## config.mk

```make
export PLATFORM = sky130hd
export DESIGN_NAME = v3n_square
export DESIGN_NICKNAME = d
export VERILOG_FILES = /design/src/v3n_pkg.sv /design/src/v3n_square.sv
export SDC_FILE = /design/constraint.sdc
export NUM_CORES = 2
export LEC_CHECK = 0
export ABC_AREA = 1
export ABC_CLOCK_PERIOD_IN_PS = 12600
export BUFFER_PORTS_ARGS = -buffer_cell sky130_fd_sc_hd__buf_4
export CORE_ASPECT_RATIO = 0.8
export CORE_MARGIN = 3
export CORE_UTILIZATION = 45
export CTS_BUF_LIST = sky130_fd_sc_hd__clkbuf_8
export DETAILED_ROUTE_END_ITERATION = 16
export HOLD_SLACK_MARGIN = 0.15
export REMOVE_ABC_BUFFERS = 1
export SLEW_MARGIN = 20
export SYNTH_ARGS = -nofsm -noshare
export SYNTH_HDL_FRONTEND = slang
export SYNTH_SLANG_ARGS = --single-unit
```

## constraint.sdc

```tcl
create_clock -name clk -period 12.6 [get_ports clk]
set_input_delay 2.52 -clock clk [delete_from_list [all_inputs] [get_ports clk]]
set_output_delay 2.52 -clock clk [all_outputs]
set_load 0.005 [all_outputs]
```

## src/v3n_pkg.sv

```systemverilog
// ---------------------------------------------------------------------------
// v3n_pkg: shared types and constants for the vector normalizer
// Widths of the component, square, root and quotient datapaths.
// ---------------------------------------------------------------------------
package v3n_pkg;

  localparam int COMP_W     = 32;               // component width, Q16.16
  localparam int MAG_W      = COMP_W;           // magnitude fits in 32 bits unsigned
  localparam int SQ_W       = 2 * MAG_W - 1;    // square of at most 2^31, up to 2^62
  localparam int SUM_W      = 2 * MAG_W;        // sum of three squares
  localparam int ROOT_W     = MAG_W;            // floor root width
  localparam int ROOT_STEPS = ROOT_W;           // one root bit per stage
  localparam int SREM_W     = ROOT_W + 3;       // root remainder width
  localparam int UNIT_SHIFT = 30;
  localparam int Q_W        = UNIT_SHIFT + 1;   // quotient bits 30..0
  localparam int DIV_STEPS  = Q_W;              // one quotient bit per stage
  localparam int DREM_W     = ROOT_W + 1;       // divider remainder width
  localparam int NLANE      = 3;

  localparam logic [Q_W-1:0] UNIT_ONE = Q_W'(1) << UNIT_SHIFT;

  // Per-vector data that travels beside the root pipeline
  typedef struct packed {
    logic [NLANE-1:0][MAG_W-1:0] mag;
    logic [NLANE-1:0]            neg;
  } side_t;

endpackage

```

## src/v3n_square.sv

```systemverilog
// ---------------------------------------------------------------------------
// v3n_square: one component lane, magnitude and square
// Splits a signed component into sign and magnitude, then squares it.
// ---------------------------------------------------------------------------
module v3n_square (
  input  logic                              clk,
  input  logic                              en,
  input  logic signed [v3n_pkg::COMP_W-1:0] comp,
  output logic        [v3n_pkg::MAG_W-1:0]  mag_r,
  output logic                              neg_r,
  output logic        [v3n_pkg::SQ_W-1:0]   sq_r
);

  logic [v3n_pkg::MAG_W-1:0] mag_nxt;
  logic [2*v3n_pkg::MAG_W-1:0] prod;

  assign mag_nxt = comp[v3n_pkg::COMP_W-1] ? (v3n_pkg::MAG_W'(0) - v3n_pkg::MAG_W'(comp))
                                           : v3n_pkg::MAG_W'(comp);
  assign prod = mag_nxt * mag_nxt;

  always_ff @(posedge clk) begin
    if (en) begin
      mag_r <= mag_nxt;
      neg_r <= comp[v3n_pkg::COMP_W-1];
      sq_r  <= prod[v3n_pkg::SQ_W-1:0];
    end
  end

endmodule

```

### After elaboration in Yosys (flattened, before gate mapping)

Cells that the tools add are included.

| word-level totals | value |
|---|---|
| register bits | 96 |
| output and inout bits | 96 |

| cells by class | value |
|---|---|
| multiply operators | 1 |
| multiplexer cells | 1 |
| add/subtract/negate cells | 1 |

Operators by type and width:

| kind | number |
|---|---|
| $mul 32x32->63 | 1 |
| $mux 32 | 1 |
| $sub 1x32->32 const A | 1 |

### Longest topological paths before layout

| logic depth | value |
|---|---|
| depth in word-level cells | 3 |
| gate-level depth with buffers | 44 |

### Worst setup path after synthesis

Ideal clock, no wire load.

| path | value |
|---|---|
| path kind | in2reg |
| from | in comp[0] (netlist bit) |
| to | reg sq_r[62] (netlist bit) (data pin) |
| data arrival time | 9.631 ns |
| buffers on the path | 2 |
| slack | 2.717 ns |
| stages on the path | 36 |
| setup time | 0.252 ns |
| cells stage by stage | inv_2 > clkbuf_1 > ha_1 > nand3_2 > nor2_1 > inv_1 > nor2_2 > nand2_1 > nand2_2 > xnor2_4 > buf_2 > nand2_1 > fa_1 > fa_1 > inv_1 > fa_1 > inv_1 > fa_1 > inv_1 > fa_1 > fa_1 > fa_1 > inv_1 > fa_1 > inv_1 > ha_1 > nand2_1 > nor2_1 > nand3_1 > nor2_1 > and2_1 > nand2_1 > nand2_1 > inv_1 > nand2_1 > nand2_1 |

| between the ends | value |
|---|---|
| longest elaborated chain between the ends | 3 |

RTL lines:

| item | RTL line | source |
|---|---|---|
| from (decl) | v3n_square.sv:8 | `input logic signed [v3n_pkg::COMP_W-1:0] comp,` |
| $sub 1x32->32 | v3n_square.sv:17 | `assign mag_nxt = comp[v3n_pkg::COMP_W-1] ? (v3n_pkg::MAG_W'(0) - v3n_pkg::MAG_W'(comp))` |
| $mux 32 | v3n_square.sv:17 |  |
| net mag_nxt, one bit | v3n_square.sv:14 | `logic [v3n_pkg::MAG_W-1:0] mag_nxt;` |
| $mul 32x32->63 | v3n_square.sv:19 | `assign prod = mag_nxt * mag_nxt;` |
| net prod, one bit | v3n_square.sv:15 | `logic [2*v3n_pkg::MAG_W-1:0] prod;` |
| to (signal assigned) | v3n_square.sv:25 | `sq_r <= prod[v3n_pkg::SQ_W-1:0];` |
| to (decl) | v3n_square.sv:11 | `output logic [v3n_pkg::SQ_W-1:0] sq_r` |

The timed path passes the listed nets, and every way through them passes these cells.
A chain may end at the register's enable or synchronous reset.

### Final worst setup path

| path | value |
|---|---|
| from | in comp[0] (netlist bit) |
| to | reg sq_r[33] (netlist bit) (data pin) |

The elaborated chain is that of the path after synthesis.

==> results.cfg <==
[grt]
grt_max_degree = 55
gr-usage-all-layers_pct = 29.5
first_global_vias = 27274
antenna_found_initial = 5
grt-ovfl-total = 0
grt_pass1_wl_um = 172000

[min_path]
holdCritStartpoint = comp[0]
whs_path_depth = 1
hold_end = mag_r[0]
hold_path_class = in -> reg

[clocking]
cts.sinks = 94
clockRootBuffer = clkbuf_8
h-tree-depth = 3
cts_setup_buffers = 0
path_clk_slew_ps = 170
numCtsBuffers = 9
cts_tree = yes
cts_resized = 0
hold_buffers = 0
clockBufferDepth = 2

[synth]
syn_inst = 4107
synth_area_leaders = fa_1 (46%), inv_1 (14%), ha_1 (9.9%)
synth_most_common_cell = inv_1
yosys-top-cells-count = inv_1 (1258), fa_1 (798), nand2_1 (771)
ys_seq_elements = 94
synthArstFlopShare_pct = 0
synth_flop_cell = edfxtp_1
netlist_area_um2 = 34600
synth_edf_count = 94
synth_top_area_share_pct = 46.1
ys_seq_area_share_pct = 8.15
synth_warnings = 0
yosysTopAreaCell = fa_1
synth.distinct_cells = 47
avgSynthCellArea_um2 = 8.43

[timing]
drv_slew = 0
worstMarginPinSlew_ps = 1240
rsz0062_at_grt = false
fmax_mhz = 88.7
setup_viol = 0
fin_setup_tns_ps = 0
period_share_pct = 89.5
hold_violations = 0
timing.final.ws_setup_ps = 1320
maxSlewHeadroom_pct = 17.2
finalWorstPathRequiredPeriod_ps = 11280

[worst_setup_path]
end_kind = register
cp_max_fo = 16
worstPathArrival_ps = 11470
slowest_delay_ps = 610
worst_ep_required_time_ps = 12790
start_kind = input port
crit_type = in -> reg
cpMostUsedCell = fa_1
worst_path_max_delay_cell = clkinv_1

[floorplan]
fp.coreArea_um2 = 75800
dieArea_um2 = 80300
die_h_um = 254
io_pins = 130
rows = 90
die_w_um = 316
start_util_pct = 45.7

[place]
place_hpwl_um = 96300
port-buffer-count = 128
place_ws_ps = 1130
dpl_cell_area_um2 = 36800
place_congestion = 0.972
placedCellCount = 5231

[layout]
fin_cells = 5251
drive_gt1_share_pct = 7.15
final_cell_area_um2 = 37000
nets = 5337
areaGrowthSynthToFinish_pct = 6.91
final.fill_count = 7451

[drt]
routed_via_density = 5.04
dr.pass1.iters = 6
wl_um = 114000
first_iter_violations = 2565
postRouteAntennaNets = 0
wl_per_cell_um = 21.6
dr_total_vias = 26442
remaining_drc_errors = 0

[job]
cap_violations = 0

[outcome]
status = complete, no violations
[worst max path at each step]
stage,startpoint,endpoint,slack [ps],depth (start not counted)
5_1_grt,comp[0],sq_r[29],1070,30
6_report,comp[0],sq_r[33],1320,31
3_3_place_gp,comp[0],sq_r[29],1050,30
3_5_place_dp,comp[0],sq_r[29],1130,30
4_1_cts,comp[0],sq_r[29],1580,30
2_1_floorplan,comp[0],sq_r[62],2590,32
[cells in the final DEF, fill, tap and decap left out, types with 27 or more instances in the layout]
cell      Yosys  layout
conb_1        2      27
nand4_1      33      33
buf_4        10     176
fa_1        798     798
ha_1        275     275
nor2_1      364     364
nor2_2       28      28
nand3_1      88      88
o21ai_0      41      41
a21oi_1      70      70
nand2_1     771     771
edfxtp_1     94      94
xor2_1       39      39
inv_1      1258    1258
[cell families after synthesis]
family / share of synthesized area [%]
other: 0.0217
DFF: 8.15
adders and majority gates: 56.1
xor gates and xnor gates: 1.52
and+or+nand+nor: 16.4
AOI/OAI and AO/OA: 2.36
buffers and inverters: 15.5
[worst max-delay path: cells and delay by family]
family | cells | cell delay [ps]
fa+ha+maj | 10 | 4600
xor+xnor | 2 | 420
buf+inv | 9 | 1430
simple gates | 7 | 1460
compound gates | 3 | 1020
[sequential cells by signal, summed over array words and instances (netlist names)]
name,flops
sq_r,61
mag_r,32
neg_r,1
[routing by layer]
metal	part of all wire (%)	up-vias	wire length (µm)	GRT usage, %
li1	-	11950	-	-
met1	42	13077	48200	42.1
met2	41	1259	47000	41.9
met3	13	152	14600	10.9
met4	3.2	4	3630	8.51
met5	0.075	-	85	0.641
[final cells by class]
type                    instances  area, µm²  area share, %
diodes                          4       10.0         0.0270
clock buffers                   9        124          0.335
clock inverters                 7       83.8          0.226
inverters                    1286       4830           13.1
multi-input cells            2662      26500           71.7
flip-flops and latches         94       2820           7.63
well taps                    1012       1270           3.42
repair buffers                177       1340           3.62
[per-stage QoR]
stage | util (%) | hold WS (ps)
final | 48.8 | 2330
after global routing | 48.8 | 2320
after CTS | 48.8 | 2310
after detailed placement | 48.6 | 2880
after global placement | 48.6 | 2860
after floorplan | - | 2620
Power is not shown: default switching activity piles up to over one toggle a cycle in this logic, so the estimate is an artifact.
