==> src/v3n_pkg.sv <==
// ---------------------------------------------------------------------------
// v3n_pkg: shared types and constants for the vector normalizer
// Widths of the component, square, root and quotient datapaths.
// ---------------------------------------------------------------------------
package v3n_pkg;

  localparam int COMP_W     = 32;               // component width, Q16.16
  localparam int MAG_W      = COMP_W;           // magnitude fits in 32 bits unsigned
  localparam int SQ_W       = 2 * MAG_W - 1;    // square of at most 2^31, up to 2^62
  localparam int SUM_W      = 2 * MAG_W;        // sum of three squares
  localparam int ROOT_W     = MAG_W;            // floor root width
  localparam int ROOT_STEPS = ROOT_W;           // one root bit per stage
  localparam int SREM_W     = ROOT_W + 3;       // root remainder width
  localparam int UNIT_SHIFT = 30;
  localparam int Q_W        = UNIT_SHIFT + 1;   // quotient bits 30..0
  localparam int DIV_STEPS  = Q_W;              // one quotient bit per stage
  localparam int DREM_W     = ROOT_W + 1;       // divider remainder width
  localparam int NLANE      = 3;

  localparam logic [Q_W-1:0] UNIT_ONE = Q_W'(1) << UNIT_SHIFT;

  // Per-vector data that travels beside the root pipeline
  typedef struct packed {
    logic [NLANE-1:0][MAG_W-1:0] mag;
    logic [NLANE-1:0]            neg;
  } side_t;

endpackage

==> src/v3n_div.sv <==
// ---------------------------------------------------------------------------
// v3n_div: one divider lane
// Restoring division of (mag << 30) by the length, one quotient bit per stage;
// saturates, applies the sign and forces zero for a zero length.
// ---------------------------------------------------------------------------
module v3n_div (
  input  logic                              clk,
  input  logic                              en,
  input  logic [v3n_pkg::MAG_W-1:0]         mag,
  input  logic                              neg,
  input  logic [v3n_pkg::ROOT_W-1:0]        len,
  output logic signed [v3n_pkg::COMP_W-1:0] unit
);

  localparam int N = v3n_pkg::DIV_STEPS;

  logic [v3n_pkg::DREM_W-1:0] rem_r [N];
  logic [v3n_pkg::Q_W-1:0]    q_r   [N];
  logic [v3n_pkg::ROOT_W-1:0] len_r [N];
  logic                       neg_r [N];

  logic [v3n_pkg::DREM_W-1:0] rem_nxt [N];
  logic [v3n_pkg::Q_W-1:0]    q_nxt   [N];
  logic [v3n_pkg::Q_W-1:0]    q_sat;

  always_comb begin
    logic [v3n_pkg::DREM_W-1:0] rem_in;
    logic [v3n_pkg::Q_W-1:0]    q_in;
    logic [v3n_pkg::ROOT_W-1:0] d_in;
    logic [v3n_pkg::DREM_W-1:0] cur;
    for (int k = 0; k < N; k++) begin
      if (k == 0) begin
        // bits above quotient bit 30 give mag >> 1, always below a nonzero length
        rem_in = v3n_pkg::DREM_W'(mag >> 1);
        q_in   = '0;
        d_in   = len;
        cur    = {rem_in[v3n_pkg::DREM_W-2:0], mag[0]};
      end else begin
        rem_in = rem_r[k-1];
        q_in   = q_r[k-1];
        d_in   = len_r[k-1];
        cur    = {rem_in[v3n_pkg::DREM_W-2:0], 1'b0};
      end
      if (cur >= {1'b0, d_in}) begin
        rem_nxt[k] = cur - {1'b0, d_in};
        q_nxt[k]   = {q_in[v3n_pkg::Q_W-2:0], 1'b1};
      end else begin
        rem_nxt[k] = cur;
        q_nxt[k]   = {q_in[v3n_pkg::Q_W-2:0], 1'b0};
      end
    end
  end

  always_ff @(posedge clk) begin
    if (en) begin
      len_r[0] <= len;
      neg_r[0] <= neg;
      for (int k = 0; k < N; k++) begin
        rem_r[k] <= rem_nxt[k];
        q_r[k]   <= q_nxt[k];
      end
      for (int k = 1; k < N; k++) begin
        len_r[k] <= len_r[k-1];
        neg_r[k] <= neg_r[k-1];
      end
    end
  end

  assign q_sat = (q_r[N-1] > v3n_pkg::UNIT_ONE) ? v3n_pkg::UNIT_ONE : q_r[N-1];

  always_comb begin
    if (len_r[N-1] == '0) begin
      unit = '0;
    end else if (neg_r[N-1]) begin
      unit = v3n_pkg::COMP_W'(0) - v3n_pkg::COMP_W'(q_sat);
    end else begin
      unit = v3n_pkg::COMP_W'(q_sat);
    end
  end

endmodule

==> config.mk <==
export PLATFORM = sky130hd
export DESIGN_NAME = v3n_div
export DESIGN_NICKNAME = d
export VERILOG_FILES = /design/src/v3n_pkg.sv /design/src/v3n_div.sv
export SDC_FILE = /design/constraint.sdc
export NUM_CORES = 2
export LEC_CHECK = 0
export CORE_ASPECT_RATIO = 1.2
export CORE_MARGIN = 3
export CORE_UTILIZATION = 45
export CTS_CLUSTER_SIZE = 8
export DETAILED_ROUTE_END_ITERATION = 12
export DONT_BUFFER_PORTS = 1
export PLACE_DENSITY = 0.71
export SLEW_MARGIN = 10
export SYNTH_ARGS = -nofsm -noshare
export SYNTH_HDL_FRONTEND = slang
export SYNTH_SLANG_ARGS = --single-unit
==> constraint.sdc <==
create_clock -name clk -period 4.3 [get_ports clk]
set_clock_uncertainty 0.1 [all_clocks]
set_input_delay 0.645 -clock clk [delete_from_list [all_inputs] [get_ports clk]]
set_output_delay 0.645 -clock clk [all_outputs]
set_load 0.01 [all_outputs]
# Word level (Yosys, flattened, before mapping)
# Memories as Yosys holds them, arrays and structs flattened.
# Cells that the tools add are included.
# Widths: inputs -> output; s select.
dict set report totals {
  ram_bits 3007
  in_bits 67
  out_inout_bits 32
  mem_count 4
  regBits 0
  wordCells 136
}
# memory words width rd rd_ports_with_merged_regs wr line
set memory_table {}
lappend memory_table {rem_r 31 33 30 0 31 v3n_div.sv:17} ;# logic [v3n_pkg::DREM_W-1:0] rem_r [N];
lappend memory_table {len_r 31 32 31 0 31 v3n_div.sv:19} ;# logic [v3n_pkg::ROOT_W-1:0] len_r [N];
lappend memory_table {q_r 31 31 31 0 31 v3n_div.sv:18} ;# logic [v3n_pkg::Q_W-1:0] q_r [N];
lappend memory_table {neg_r 31 1 31 0 31 v3n_div.sv:20} ;# logic neg_r [N];
dict set report classes {
  addsub 32
  n_mux 67
  reduce_logical 1
  magnitude_cmp 32
}
# operator count
set op_table {}
lappend op_table {{$mux 33} 31}
lappend op_table {{$ge 33x32->1} 30}
lappend op_table {{$sub 33x32->33} 30}
lappend op_table {{$mux 32} 2}
lappend op_table {{$mux 1} 33}
lappend op_table {{$sub 32x32->33} 1}
lappend op_table {{$ge 32x32->1} 1}
lappend op_table {{$logic_not 32->1} 1}
lappend op_table {{$sub 1x31->32 const A} 1}
lappend op_table {{$gt 31x31->1 const B} 1}
lappend op_table {{$mux 31} 1}

# Longest topological paths before layout
# An unclocked memory read counts as a cell.
dict set report depth {
  word_depth 6
  depth_mapped 16
  mapped_depth_nobuf 14
}

# Least setup slack after synthesis
# No wires, ideal clock.
dict set report synth_path {
  kind {reg-to-output}
  from {memory q_r[1][436] (netlist name)}
  to {output unit[20] (netlist name)}
  t_arrival_ps 3738
  stages_incl_launch_ff 16
  required_ps 3555
  path_slack_ps -183
  n_path_buf 1
  path_cell_list {edfxtp_1 > nor4_1 > nor3b_2 > nand3_1 > or4_1 > o31ai_2 > clkbuf_1 > nand2_1 > ha_1 > o21ai_0 > nand2_1 > o21ai_1 > a31oi_1 > nor2_1 > a31oi_1 > a21oi_1}
}
# item line
set synth_lines {}
lappend synth_lines {{start: declaration} v3n_div.sv:18}
lappend synth_lines {{end: declaration} v3n_div.sv:12} ;# output logic signed [v3n_pkg::COMP_W-1:0] unit

==> reports/metrics.cfg <==
[run_status]
status=finished, violations left
violations=setup timing

[pwr]
finalPower_w=0.1192
power_leakage_nw=63.95
clkPwrFrac_pct=20.5
power_frac_seq_pct=32.7
power-per-cell-area_mw_per_mm2=759.2
p_sw_share_pct=36.88
power.switching_w=0.04394
internal_power_w=0.07522
irDropWorstVdd_uv=386.1
comb_power_share_pct=46.7

[setup_path]
r2r-start=rem_r[0][298]
cp_common_cell=buf_4
startpoint_type=flop
required_ns=3.56
critPathMaxStageDelay_ns=0.45
crit_path_end_kind=primary output
path_cells=nor4_4, nor3b_4, nand3_2, or4_4, o31ai_4, nand2_2, buf_4, buf_4, buf_4, buf_4, buf_4, buf_4, buf_4, buf_4, nor2_2, a21oi_2, nor2_2
timing_worst_setup_path_type=reg2out
critical_path.slowest_cell=or4_4
ff2ff_setup_slack_ns=0.09
crit_start=q_r[1][436]
ff2ff_path_depth=13
cp.arrival_ns=4.16
path_max_fanout=4
worstReg2RegEnd=rem_r[0][354]

[synthesis]
syn-num-nets=13226
synthArstFlopShare_pct=0
synthCells=12137
synth_common_cells=edfxtp_1, inv_1, ha_1
synth_warnings=0
ys_seq_area_share_pct=54.05
synth_area_leaders=edfxtp_1, ha_1, inv_1, a21oi_1, xnor2_1
synth.avg_cell_area_um2=11.35
synth.most_common_cell=edfxtp_1
yosysUniqueCellTypes=97
syn_area_mm2=0.1377
synth_top_cell_by_area=edfxtp_1
ys_ff_latch=2479
synth_ff_type=edfxtp_1
synth_top_area_share_pct=54.05
synth_edf_count=2479

[clock_network]
cts_htree_levels=5
clk_latency_ns=0.88
clkTransAtPathRegs_ns=0.05
cts_root_buf=clkbuf_16
cts_tree=done
cts_buffers=353
cts_max_path_buffers=4
cts.sinks=2479

[timing]
worstMarginPinSlew_ns=1.329
layout_setup_ws_ns=-0.6073
rsz0062_at_grt=yes
max_freq_mhz=203.8
hold_violations=0
fin_crit_ns=4.907
period_share_pct=114.1
maxSlewViolCount=0
setup_viol=24
slew_headroom_pct=9.139

[routing]
wire_per_inst_um=18.00
dr.first_iter.drc_count=4489
vias_per_cell=5.496
drc=0
vias=92530
wl_um=303000
drtAntennaViolNets=0
drt_pre_antenna_iters=6

[placed_design]
dp_cells=16343
dpl.hpwl_um=224300
port_buffers=0
place_area_mm2=0.1459
gp_congestion=0.9438

[floorplanning]
die_width_um=511.0
fp-row-count=221
die_area_mm2=0.3127
ios=99
die_y_um=612.0
core_area_mm2=0.3033
initial_utilization_pct=45.40

[grt]
antenna_found_initial=10
grt_use_total_pct=18.85
overflow=0
grt_max_degree=257
grt_pass1_vias=97232
grt_pass1_wl_um=475300

[cells_and_area]
stdcell_area_mm2=0.1570
final_layout_size_suffix_gt1_share_pct=8.831
syn_to_final_growth_pct=13.98
final_cells=16837
fin_nets=13877

[min_path]
hold_start=en
hold_end=rem_r[0][31]
hold_path_class=in2reg
holdPathStages=1

[flow_run]
maxCapViolCount=0

[logic make-up after synthesis]
| family | Yosys count | share of synthesized area, % |
|---|---|---|
| fa+ha+maj | 1022 | 9.449 |
| mux | 379 | 3.078 |
| xor+xnor | 812 | 5.164 |
| buf+inv | 1504 | 4.143 |
| compound gates | 3227 | 14.56 |
| simple gates | 2714 | 9.550 |
| flops | 2479 | 54.05 |
[metal layers]
layer	global-route usage, %	share of wire [%]	routed length (um)	vias to the layer above
met1	14.43	30	90660	44099
met3	2.417	3.0	9054	975
met2	40.90	59	179000	1792
met4	13.57	8.0	24360	0
li1	-	-	-	45664
met5	0	0	0	-
[cell usage in the layout (no fill, tap or decap), types with 343 or more instances in the layout]
master	netlist	final
a21o_1	463	463
edfxtp_1	2479	2479
xor2_1	344	343
nor2_1	546	527
nand2_1	918	913
a21oi_1	860	850
clkbuf_16	0	360
xnor2_1	468	465
inv_1	1246	1246
o21ai_0	589	584
ha_1	992	991
buf_4	0	405
o21ai_1	374	373
[timing repair]
item                                    in CTS  in global routing
endpoints found under the setup margin     348                156
hold endpoints to repair                   180                  0
gates resized for setup                     38                 90
pin swaps                                   15                 32
gates cloned                                 4                  1
buffers inserted                            26                 16
hold buffers                                66                  0
[state kept, by name (all words and copies together) (netlist names)]
register,count
neg_r,31
rem_r,960
q_r,496
len_r,992
[how the worst max path moves through the flow]
| stage | endpoint | cells after the start |
|---|---|---|
| 2_1_floorplan | unit[20] | 15 |
| 3_3_place_gp | len_r[1][449] | 5 |
| 3_5_place_dp | len_r[1][448] | 5 |
| 4_1_cts | unit[24] | 17 |
| 5_1_grt | unit[24] | 16 |
| 6_report | unit[1] | 17 |
[area by class of cell]
type	count	area, um^2
inverters	1257	4718
well taps	4014	5022
flip-flops and latches	2479	74440
repair buffers	543	5132
fillers	25578	146400
clock buffers	364	9002
multi-input cells	8154	58260
clock inverters	21	372.9
diodes	5	12.51
[per-stage QoR]
step | TNS [ns] | hold WS, ns | utilization, % | setup slack [ns]
finish | -5.837 | 0.08545 | 51.75 | -0.6073
global route | -11.96 | 0.07246 | 51.74 | -0.8342
CTS | -9.755 | 0.04237 | 51.57 | -0.7703
detailed placement | -646.41 | 0.3045 | 48.10 | -1.756
global placement | -634.20 | 0.3005 | 48.09 | -1.733
floorplan | 0 | 0.3003 | - | 0.04531
[power by group through the flow]
stage | clock [W] | combinational (W) | sequential [W]
after CTS | 0.0250 | 0.0555 | 0.0389
after global routing | 0.0260 | 0.0617 | 0.0396
after global placement | 0 | 0.0540 | 0.0391
final | 0.0244 | 0.0557 | 0.0390
after detailed placement | 0 | 0.0550 | 0.0393
after floorplan | 0 | 0.0401 | 0.0382
[critical path: cells and delay by family (launching register included)]
family	cells	cell delay [ns]
buffers and inverters	8	0.99
AND/OR/NAND/NOR	7	1.54
AO/OA/AOI/OAI	2	0.33
flip-flops	1	0.43
(Power assumes the default switching activity.)
